[config.mk]
export PLATFORM = sky130hd
export DESIGN_NAME = epoch_calendar_converter
export DESIGN_NICKNAME = d
export VERILOG_FILES = /design/src/sv/ecc_pkg.sv /design/src/sv/epoch_calendar_converter.sv /design/src/sv/ecc_weekday.sv /design/src/sv/ecc_e2c.sv /design/src/sv/ecc_c2e.sv
export SDC_FILE = /design/constraint.sdc
export NUM_CORES = 2
export LEC_CHECK = 0
export BUFFER_PORTS_ARGS = -buffer_cell sky130_fd_sc_hd__buf_2
export CORE_UTILIZATION = 45
export CTS_CLUSTER_DIAMETER = 30
export DETAILED_ROUTE_END_ITERATION = 8
export SLEW_MARGIN = 0
export SYNTH_ARGS = -nofsm -noshare
export SYNTH_HDL_FRONTEND = slang
export SYNTH_SLANG_ARGS = --single-unit
[constraint.sdc]
create_clock -name clk_i -period 72.9 [get_ports clk_i]
set_input_delay 3.645 -clock clk_i [delete_from_list [all_inputs] [get_ports clk_i]]
set_output_delay 3.645 -clock clk_i [all_outputs]
set_load 0.01 [all_outputs]
[src/sv/ecc_pkg.sv]
// Shared types, constants and tables for the epoch/calendar converter.
`timescale 1ns / 1ps
package ecc_pkg;

  typedef enum logic {
    REQ_TO_CAL   = 1'b0,
    REQ_TO_EPOCH = 1'b1
  } ecc_req_e;

  typedef struct packed {
    logic        req_type;
    logic [31:0] epoch_in;
    logic [11:0] year_in;
    logic [3:0]  month_in;
    logic [4:0]  day_in;
    logic [4:0]  hour_in;
    logic [5:0]  minute_in;
    logic [5:0]  second_in;
  } ecc_in_t;

  typedef struct packed {
    logic [31:0] epoch_out;
    logic [7:0]  year_out;
    logic [3:0]  month_out;
    logic [4:0]  day_out;
    logic [4:0]  hour_out;
    logic [5:0]  minute_out;
    logic [5:0]  second_out;
    logic [2:0]  weekday;
  } ecc_out_t;

  // register stages through either conversion path
  localparam int unsigned PipeDepth = 8;

  localparam logic [31:0] Secs1970To2000 = 32'd946684800;
  localparam logic [16:0] SecsPerDay     = 17'd86400;
  localparam logic [11:0] SecsPerHour    = 12'd3600;
  localparam logic [5:0]  SecsPerMin     = 6'd60;
  localparam logic [11:0] BaseYear       = 12'd2000;
  localparam logic [8:0]  DaysPerYear    = 9'd365;
  localparam logic [10:0] DaysPerCycle   = 11'd1461;

  // reciprocals: floor(x / d) = (x * M) >> S, exact over the used range
  localparam logic [25:0] DayRecip   = 26'd50903317; // (t>>7)/675, S=35
  localparam logic [17:0] HourRecip  = 18'd149131;   // /3600, S=29
  localparam logic [16:0] CycleRecip = 17'd91868;    // /1461, S=27
  localparam logic [12:0] MinRecip   = 13'd4370;     // /60, S=18
  localparam logic [22:0] WdRecip    = 23'd4793491;  // /7, S=25

  // days in the months before month m (months above 12 act as December)
  function automatic logic [8:0] days_before(input logic [3:0] m);
    logic [8:0] r;
    case (m)
      4'd0, 4'd1: r = 9'd0;
      4'd2:       r = 9'd31;
      4'd3:       r = 9'd59;
      4'd4:       r = 9'd90;
      4'd5:       r = 9'd120;
      4'd6:       r = 9'd151;
      4'd7:       r = 9'd181;
      4'd8:       r = 9'd212;
      4'd9:       r = 9'd243;
      4'd10:      r = 9'd273;
      4'd11:      r = 9'd304;
      default:    r = 9'd334;
    endcase
    return r;
  endfunction

  // first day-of-year of month m, leap day included after February
  function automatic logic [8:0] month_start(input logic [3:0] m, input logic leap);
    return days_before(m) + ((leap && (m > 4'd2)) ? 9'd1 : 9'd0);
  endfunction

endpackage

[src/sv/epoch_calendar_converter.sv]
// Epoch/calendar converter: an accepted input's result is valid when it leaves the last stage.
// Throughput: one transaction per cycle; the eight-stage pipeline advances whenever
// the output register is empty or its result is being taken.
// Reset clears only the valid bits; payload registers are not reset.
// No clearing pass after reset: inputs are accepted as soon as reset is released.
`timescale 1ns / 1ps
module epoch_calendar_converter (
  input  logic              clk_i,
  input  logic              rst_ni,
  input  logic              in_valid_i,
  output logic              in_stall_o,
  input  ecc_pkg::ecc_in_t  in_data_i,
  output logic              out_valid_o,
  input  logic              out_stall_i,
  output ecc_pkg::ecc_out_t out_data_o
);
  import ecc_pkg::*;

  // valid and request type travel alongside the two datapaths
  logic [PipeDepth-1:0] vld_q, vld_d;
  ecc_req_e             req_q [PipeDepth];
  logic                 en;
  ecc_out_t             cal_res, ep_res;

  // whole pipe moves together; it only halts when the last stage holds a
  // result the consumer is not taking
  assign en         = !(vld_q[PipeDepth-1] && out_stall_i);
  assign in_stall_o = !en;

  assign vld_d = en ? {vld_q[PipeDepth-2:0], in_valid_i} : vld_q;

  always_ff @(posedge clk_i or negedge rst_ni) begin
    if (!rst_ni) begin
      vld_q <= '0;
    end else begin
      vld_q <= vld_d;
    end
  end

  always_ff @(posedge clk_i) begin
    if (en) begin
      req_q[0] <= ecc_req_e'(in_data_i.req_type);
      for (int i = 1; i < PipeDepth; i++) req_q[i] <= req_q[i-1];
    end
  end

  // both directions compute on every transaction; the request type selects
  ecc_e2c u_e2c (
    .clk_i   (clk_i),
    .en_i    (en),
    .epoch_i (in_data_i.epoch_in),
    .res_o   (cal_res)
  );

  ecc_c2e u_c2e (
    .clk_i (clk_i),
    .en_i  (en),
    .req_i (in_data_i),
    .res_o (ep_res)
  );

  always_comb begin
    unique case (req_q[PipeDepth-1])
      REQ_TO_CAL:   out_data_o = cal_res;
      REQ_TO_EPOCH: out_data_o = ep_res;
      default:      out_data_o = cal_res;
    endcase
  end

  assign out_valid_o = vld_q[PipeDepth-1];
endmodule

[src/sv/ecc_weekday.sv]
// Three-stage weekday unit: (days + 6) mod 7 mapped to 1..7.
`timescale 1ns / 1ps
module ecc_weekday (
  input  logic               clk_i,
  input  logic               en_i,
  input  logic signed [21:0] days_i,
  output logic [2:0]         weekday_o
);
  import ecc_pkg::*;

  logic [21:0] x_q, x2_q;
  logic [18:0] q_q;
  logic [2:0]  wd_q;
  logic [44:0] prod;
  logic [21:0] r;

  assign prod = 45'(x_q) * 45'(WdRecip);
  assign r    = x2_q - 22'({3'b0, q_q} * 22'd7);

  always_ff @(posedge clk_i) begin
    if (en_i) begin
      x_q  <= days_i + 22'sd6;
      q_q  <= prod[43:25];
      x2_q <= x_q;
      wd_q <= (r[2:0] == 3'd0) ? 3'd7 : r[2:0];
    end
  end

  assign weekday_o = wd_q;
endmodule

[src/sv/ecc_e2c.sv]
// Epoch to calendar pipeline, eight stages.
`timescale 1ns / 1ps
module ecc_e2c (
  input  logic              clk_i,
  input  logic              en_i,
  input  logic [31:0]       epoch_i,
  output ecc_pkg::ecc_out_t res_o
);
  import ecc_pkg::*;

  logic [31:0] e1_q, e2_q, e3_q, e4_q, e5_q, e6_q, e7_q, e8_q;
  logic [31:0] t1_q, t2_q;
  logic [15:0] dq2_q, days3_q, days4_q;
  logic [16:0] rem3_q, rem4_q;
  logic [4:0]  hr4_q, hr5_q, hr6_q, hr7_q, hr8_q;
  logic [4:0]  cyc4_q, cyc5_q, cyc6_q;
  logic [11:0] ms5_q, ms6_q;
  logic [10:0] r5_q;
  logic [5:0]  mn6_q, mn7_q, mn8_q, sec7_q, sec8_q;
  logic [1:0]  yc6_q;
  logic [8:0]  doy6_q, doy7_q;
  logic        leap6_q, leap7_q;
  logic [6:0]  yr7_q, yr8_q;
  logic [3:0]  mo7_q, mo8_q;
  logic [4:0]  day8_q;
  logic [2:0]  wd7_q, wd8_q, wd_w;

  logic [50:0] p_day;
  logic [34:0] p_hr;
  logic [32:0] p_cyc;
  logic [24:0] p_mn;
  logic [10:0] rr;
  logic [3:0]  mo_cnt;

  assign p_day = 51'(t1_q[31:7]) * 51'(DayRecip);
  assign p_hr  = 35'(rem3_q) * 35'(HourRecip);
  assign p_cyc = 33'(days3_q) * 33'(CycleRecip);
  assign p_mn  = 25'(ms5_q) * 25'(MinRecip);
  assign rr    = r5_q - 11'd366;

  always_comb begin
    mo_cnt = 4'd1;
    for (int k = 2; k <= 12; k++) begin
      if (doy6_q >= month_start(4'(k), leap6_q)) mo_cnt = mo_cnt + 4'd1;
    end
  end

  always_ff @(posedge clk_i) begin
    if (en_i) begin
      // 1: shift origin to 2000, clamp earlier epochs
      e1_q   <= epoch_i;
      t1_q   <= (epoch_i < Secs1970To2000) ? 32'd0 : epoch_i - Secs1970To2000;
      // 2: day number
      e2_q   <= e1_q;
      t2_q   <= t1_q;
      dq2_q  <= p_day[50:35];
      // 3: seconds of day
      e3_q    <= e2_q;
      days3_q <= dq2_q;
      rem3_q  <= 17'(t2_q - 32'(dq2_q) * 32'(SecsPerDay));
      // 4: hour, four-year cycle
      e4_q    <= e3_q;
      rem4_q  <= rem3_q;
      days4_q <= days3_q;
      hr4_q   <= p_hr[33:29];
      cyc4_q  <= p_cyc[31:27];
      // 5: seconds of hour, day in cycle
      e5_q   <= e4_q;
      hr5_q  <= hr4_q;
      cyc5_q <= cyc4_q;
      ms5_q  <= 12'(rem4_q - 17'(hr4_q) * 17'(SecsPerHour));
      r5_q   <= 11'(days4_q - 16'(cyc4_q) * 16'(DaysPerCycle));
      // 6: minute, year in cycle
      e6_q   <= e5_q;
      hr6_q  <= hr5_q;
      cyc6_q <= cyc5_q;
      ms6_q  <= ms5_q;
      mn6_q  <= p_mn[23:18];
      if (r5_q < 11'd366) begin
        yc6_q <= 2'd0; doy6_q <= r5_q[8:0]; leap6_q <= 1'b1;
      end else if (rr < 11'd365) begin
        yc6_q <= 2'd1; doy6_q <= rr[8:0]; leap6_q <= 1'b0;
      end else if (rr < 11'd730) begin
        yc6_q <= 2'd2; doy6_q <= 9'(rr - 11'd365); leap6_q <= 1'b0;
      end else begin
        yc6_q <= 2'd3; doy6_q <= 9'(rr - 11'd730); leap6_q <= 1'b0;
      end
      // 7: second, month
      e7_q    <= e6_q;
      hr7_q   <= hr6_q;
      mn7_q   <= mn6_q;
      sec7_q  <= 6'(ms6_q - 12'(mn6_q) * 12'(SecsPerMin));
      yr7_q   <= {cyc6_q, yc6_q};
      mo7_q   <= mo_cnt;
      doy7_q  <= doy6_q;
      leap7_q <= leap6_q;
      wd7_q   <= wd_w;
      // 8: day of month
      e8_q   <= e7_q;
      hr8_q  <= hr7_q;
      mn8_q  <= mn7_q;
      sec8_q <= sec7_q;
      yr8_q  <= yr7_q;
      mo8_q  <= mo7_q;
      day8_q <= 5'(doy7_q - month_start(mo7_q, leap7_q) + 9'd1);
      wd8_q  <= wd7_q;
    end
  end

  // weekday enters after stage 3, leaves after stage 6
  ecc_weekday u_wd (
    .clk_i     (clk_i),
    .en_i      (en_i),
    .days_i    (signed'(22'(days3_q))),
    .weekday_o (wd_w)
  );

  assign res_o.epoch_out  = e8_q;
  assign res_o.year_out   = 8'(yr8_q);
  assign res_o.month_out  = mo8_q;
  assign res_o.day_out    = day8_q;
  assign res_o.hour_out   = hr8_q;
  assign res_o.minute_out = mn8_q;
  assign res_o.second_out = sec8_q;
  assign res_o.weekday    = wd8_q;
endmodule

[src/sv/ecc_c2e.sv]
// Calendar to epoch pipeline, eight stages.
`timescale 1ns / 1ps
module ecc_c2e (
  input  logic              clk_i,
  input  logic              en_i,
  input  ecc_pkg::ecc_in_t  req_i,
  output ecc_pkg::ecc_out_t res_o
);
  import ecc_pkg::*;

  ecc_out_t          echo_q [PipeDepth];
  logic [11:0]       y1_q;
  logic [3:0]        m1_q;
  logic [4:0]        d1_q;
  logic [16:0]       hms1_q, hms2_q, hms3_q, hms4_q;
  logic [19:0]       yd2_q;
  logic [8:0]        md2_q;
  logic signed [21:0] days3_q;
  logic [31:0]       dsec4_q, ep5_q, ep6_q, ep7_q, ep8_q;
  logic [2:0]        wd7_q, wd8_q, wd_w;
  logic [11:0]       y_adj;

  assign y_adj = (req_i.year_in >= BaseYear) ? req_i.year_in - BaseYear : req_i.year_in;

  always_ff @(posedge clk_i) begin
    if (en_i) begin
      // 1: year offset, time of day in seconds
      echo_q[0].epoch_out  <= '0;
      echo_q[0].year_out   <= y_adj[7:0];
      echo_q[0].month_out  <= req_i.month_in;
      echo_q[0].day_out    <= req_i.day_in;
      echo_q[0].hour_out   <= req_i.hour_in;
      echo_q[0].minute_out <= req_i.minute_in;
      echo_q[0].second_out <= req_i.second_in;
      echo_q[0].weekday    <= '0;
      for (int i = 1; i < PipeDepth; i++) echo_q[i] <= echo_q[i-1];
      y1_q   <= y_adj;
      m1_q   <= req_i.month_in;
      d1_q   <= req_i.day_in;
      hms1_q <= 17'(req_i.hour_in) * 17'(SecsPerHour)
              + 17'(req_i.minute_in) * 17'(SecsPerMin) + 17'(req_i.second_in);
      // 2: days of whole years, days within year
      yd2_q  <= 20'(y1_q) * 20'(DaysPerYear) + 20'((y1_q + 12'd3) >> 2);
      md2_q  <= 9'(d1_q) + days_before(m1_q)
              + (((m1_q > 4'd2) && (y1_q[1:0] == 2'd0)) ? 9'd1 : 9'd0);
      hms2_q <= hms1_q;
      // 3: day count since 2000-01-01, may be -1
      days3_q <= signed'(22'(yd2_q)) + signed'(22'(md2_q)) - 22'sd1;
      hms3_q  <= hms2_q;
      // 4: day count in seconds, modulo 2^32 (sign extended so -1 wraps)
      dsec4_q <= unsigned'(32'(days3_q)) * 32'(SecsPerDay);
      hms4_q  <= hms3_q;
      // 5: add time of day and origin
      ep5_q <= dsec4_q + 32'(hms4_q) + Secs1970To2000;
      ep6_q <= ep5_q;
      ep7_q <= ep6_q;
      ep8_q <= ep7_q;
      wd7_q <= wd_w;
      wd8_q <= wd7_q;
    end
  end

  ecc_weekday u_wd (
    .clk_i     (clk_i),
    .en_i      (en_i),
    .days_i    (days3_q),
    .weekday_o (wd_w)
  );

  always_comb begin
    res_o           = echo_q[PipeDepth-1];
    res_o.epoch_out = ep8_q;
    res_o.weekday   = wd8_q;
  end
endmodule

==> run metrics <==
PortBufs between 100 and 150; post-DP HPWL around 120000 um; grt total ovfl 0; Final period util approximately 12%; Reg clk slew, reported paths 0.05 ns; area delta synth->final 15.5%; vias in the first global route about 45000; CP Cell Sequence buf_2 -> nand2_4 -> inv_1 -> buf_2; Die W 415 um; Slew HR between 30% and 40%; Core ar. 169000 um2; Final ANT Viol Nets 0; Reg2Reg Depth 36; CP endpoint kind output pin; count of cell types in the netlist 90; CTS tree done; Die ar. around 170000 um2; outcome finished clean; via count about 42000; # hold bufs at CTS 0; Slowest cell on crit path nand2_4; RSZ-0062 raised after global routing no; clock root cell clkbuf_16; syn_area_per_cell 13.1 um2; Synth Net Count ~7700; clock period minus worst slack 8.46 ns; H-tree levels 4; GR Util All Layers about 18%; Inserted Clock Buffers around 240; Chip Height roughly 420 um; worst slew pin tran 1.04 ns; EDFF count, synth roughly 1100; WHS Path Cells 0; Seq/Total Area, Yosys around 45%; footprint of the multi-input gates around 37000 um2; Async SR Flop Fraction less than 1%; Initial DRC Count 1903; layout cells sized above 1 between 10% and 20%; largest net degree at the start of global routing around 180; DRT Wirelength approximately 150000 um; synth warn 0; gpl congestion approximately 0.87; Register Area ~34000 um2; design area roughly 89000 um2; Max-cap violations 0; post-DR wirelength/cell about 17 um; Post-Synthesis Cells between 5000 and 6000; Ports approximately 150; post-CTS setup buffers 0; CP max stage delay 0.44 ns; clk buf depth 3; clk_lat worst skew around 0.85 ns; Critical Path RT between 60 and 70 ns; 1st-pass router iterations 5; hold violation count in the final report 0; setup_tns 0 ns; Placed Instance Area roughly 80000 um2; initial antenna violation count 15; Setup CP Type input port to output pin; Worst Setup Start Kind input port; fmax 118 MHz; initial core utilization a little under half; Main synth FF type edfxtp_1; clock sinks approximately 1200; FF+latch count, synth roughly 1200; Data arrival, critical path 4.82 ns; Critical Path Most Common Cell buf_2; final core utilization a little over half; Netlist Area Pre-Place approximately 77000 um2; CTS resizes 0; first-pass GRT wire length around 240000 um; HP Class flip-flop to flip-flop; DRC errors left 0; Via density slightly below 5; Final Slew Violations 0; Fillers approximately 15000; # rows about 150; Clock Skew 0.0876 ns; worst-path fanout max 44; Layout Nets slightly above 8000; Final Setup Violations 0
==> cell usage after synthesis, drive strengths merged, types with 15 or more instances <==
library cell  instances  area share (%)
mux2i                15            0.20
o21a                 31            0.30
and2                 15            0.12
fa                  620              16
ha                 1168              19
clkbuf               25            0.12
xnor2               274             3.1
nand3                58            0.38
mux2                 67            0.98
a21oi               166             1.1
nand4                16            0.13
nor2                183            0.89
o21bai               40            0.41
o21ai               100            0.65
nand2               133            0.65
a21o                 83            0.81
nor3                 52            0.35
xor2                 79            0.93
or2                  19            0.15
edfxtp             1128              44
nor2b                37            0.30
inv                1320             6.4
a31oi                18            0.15
nand2b               26            0.21
==> final timing paths <==
path | slack (ns) | start | endpoint
min in group asynchronous | 2.66 | rst_ni | vld_q[6]$_DFFE_PN0N_
worst min register to register | 0.37 | u_e2c.e7_q[27]$_DFFE_PN_ | u_e2c.e8_q[27]$_DFFE_PN_
worst max-delay path | 64.44 | out_stall_i | in_stall_o
worst max register to register | 65.30 | u_e2c.leap6_q$_DFFE_PN_ | flip-flop
max in group asynchronous | 70.02 | rst_ni | vld_q[0]$_DFFE_PN0N_
worst min-delay path | 0.37 | u_e2c.e7_q[27]$_DFFE_PN_ | u_e2c.e8_q[27]$_DFFE_PN_
==> kinds of logic (layout without fill, tap and decap cells) <==
logic type      Yosys count  count (layout)  synth area share (%)
mux                      82              82                  1.18
xor+xnor                354             354                  4.11
flops                  1150            1150                  44.7
buf+inv                1352            1933                  6.62
other cells               0               7                     0
simple gates            592             592                  3.67
fa+ha+maj              1788            1788                  35.2
compound gates          535             535                  4.56
==> routing by layer <==
layer / GRT usage (%) / vias up / share of wire (%)
li1: - / 20500 / -
met1: 23.6 / 20600 / 45
met2: 30.3 / 569 / 49
met3: 3.06 / 196 / 3.3
met4: 5.38 / 4 / 2.2
met5: 0 / - / 0.015
==> flip-flops by register name, summed over array words and instances, names as in the netlist, 20 cells and up, named ones only <==
signal and flops:
u_e2c.e5_q 32, u_e2c.e1_q 32, u_e2c.e8_q 32, u_c2e.ep8_q 32
u_c2e.ep6_q 32, u_c2e.ep7_q 32, u_e2c.e7_q 32, u_c2e.dsec4_q 24
u_e2c.e2_q 32, u_e2c.e6_q 32, u_e2c.e4_q 32, u_c2e.u_wd.x_q 22
u_e2c.e3_q 32, u_c2e.days3_q 22, u_c2e.echo_q 241, u_c2e.ep5_q 32
u_c2e.yd2_q 20, u_e2c.t1_q 32
==> worst max-delay path, delay by kind of cell <==
| family | cells | cell delay (ns) |
|---|---|---|
| simple gates | 1 | 0.44 |
| buf+inv | 3 | 0.70 |
==> layout by cell type, fill, tap and decap left out, drive strengths merged, types with 40 or more instances in the layout <==
cell / netlist / routed
inv: 1320 / 1341
ha: 1168 / 1168
nor2: 183 / 183
a21oi: 166 / 166
nand2: 133 / 133
clkinv: 0 / 102
o21ai: 100 / 100
edfxtp: 1128 / 1128
mux2: 67 / 67
xor2: 79 / 79
a21o: 83 / 83
clkbuf: 25 / 260
nor3: 52 / 52
buf: 7 / 162
xnor2: 274 / 274
o21bai: 40 / 40
nand3: 58 / 58
fa: 620 / 620
==> through the flow <==
step                      hold WS, ns  setup WS, ns  cells
after floorplan                 0.400         35.04   5853
after global placement          0.400         64.46   8201
after detailed placement        0.405         64.41   8201
after CTS                       0.367         64.42   8652
after global routing            0.365         64.34   8655
final                           0.371         64.44   8659
==> cell type report <==
| cell class | instances | area share, % |
|---|---|---|
| Inverter | 1320 | 5.58 |
| Antenna cell | 7 | 0.0197 |
| Sequential cell | 1150 | 38.7 |
| Tap cell | 2218 | 3.13 |
| Clock buffer | 260 | 6.76 |
| Multi-Input combinational cell | 3351 | 42.1 |
| Timing Repair Buffer | 162 | 0.989 |
| Clock inverter | 191 | 2.69 |
Power is left out: the tool's default activity adds up to more than one toggle a clock period on the data nets, which glitch-free logic cannot reach.
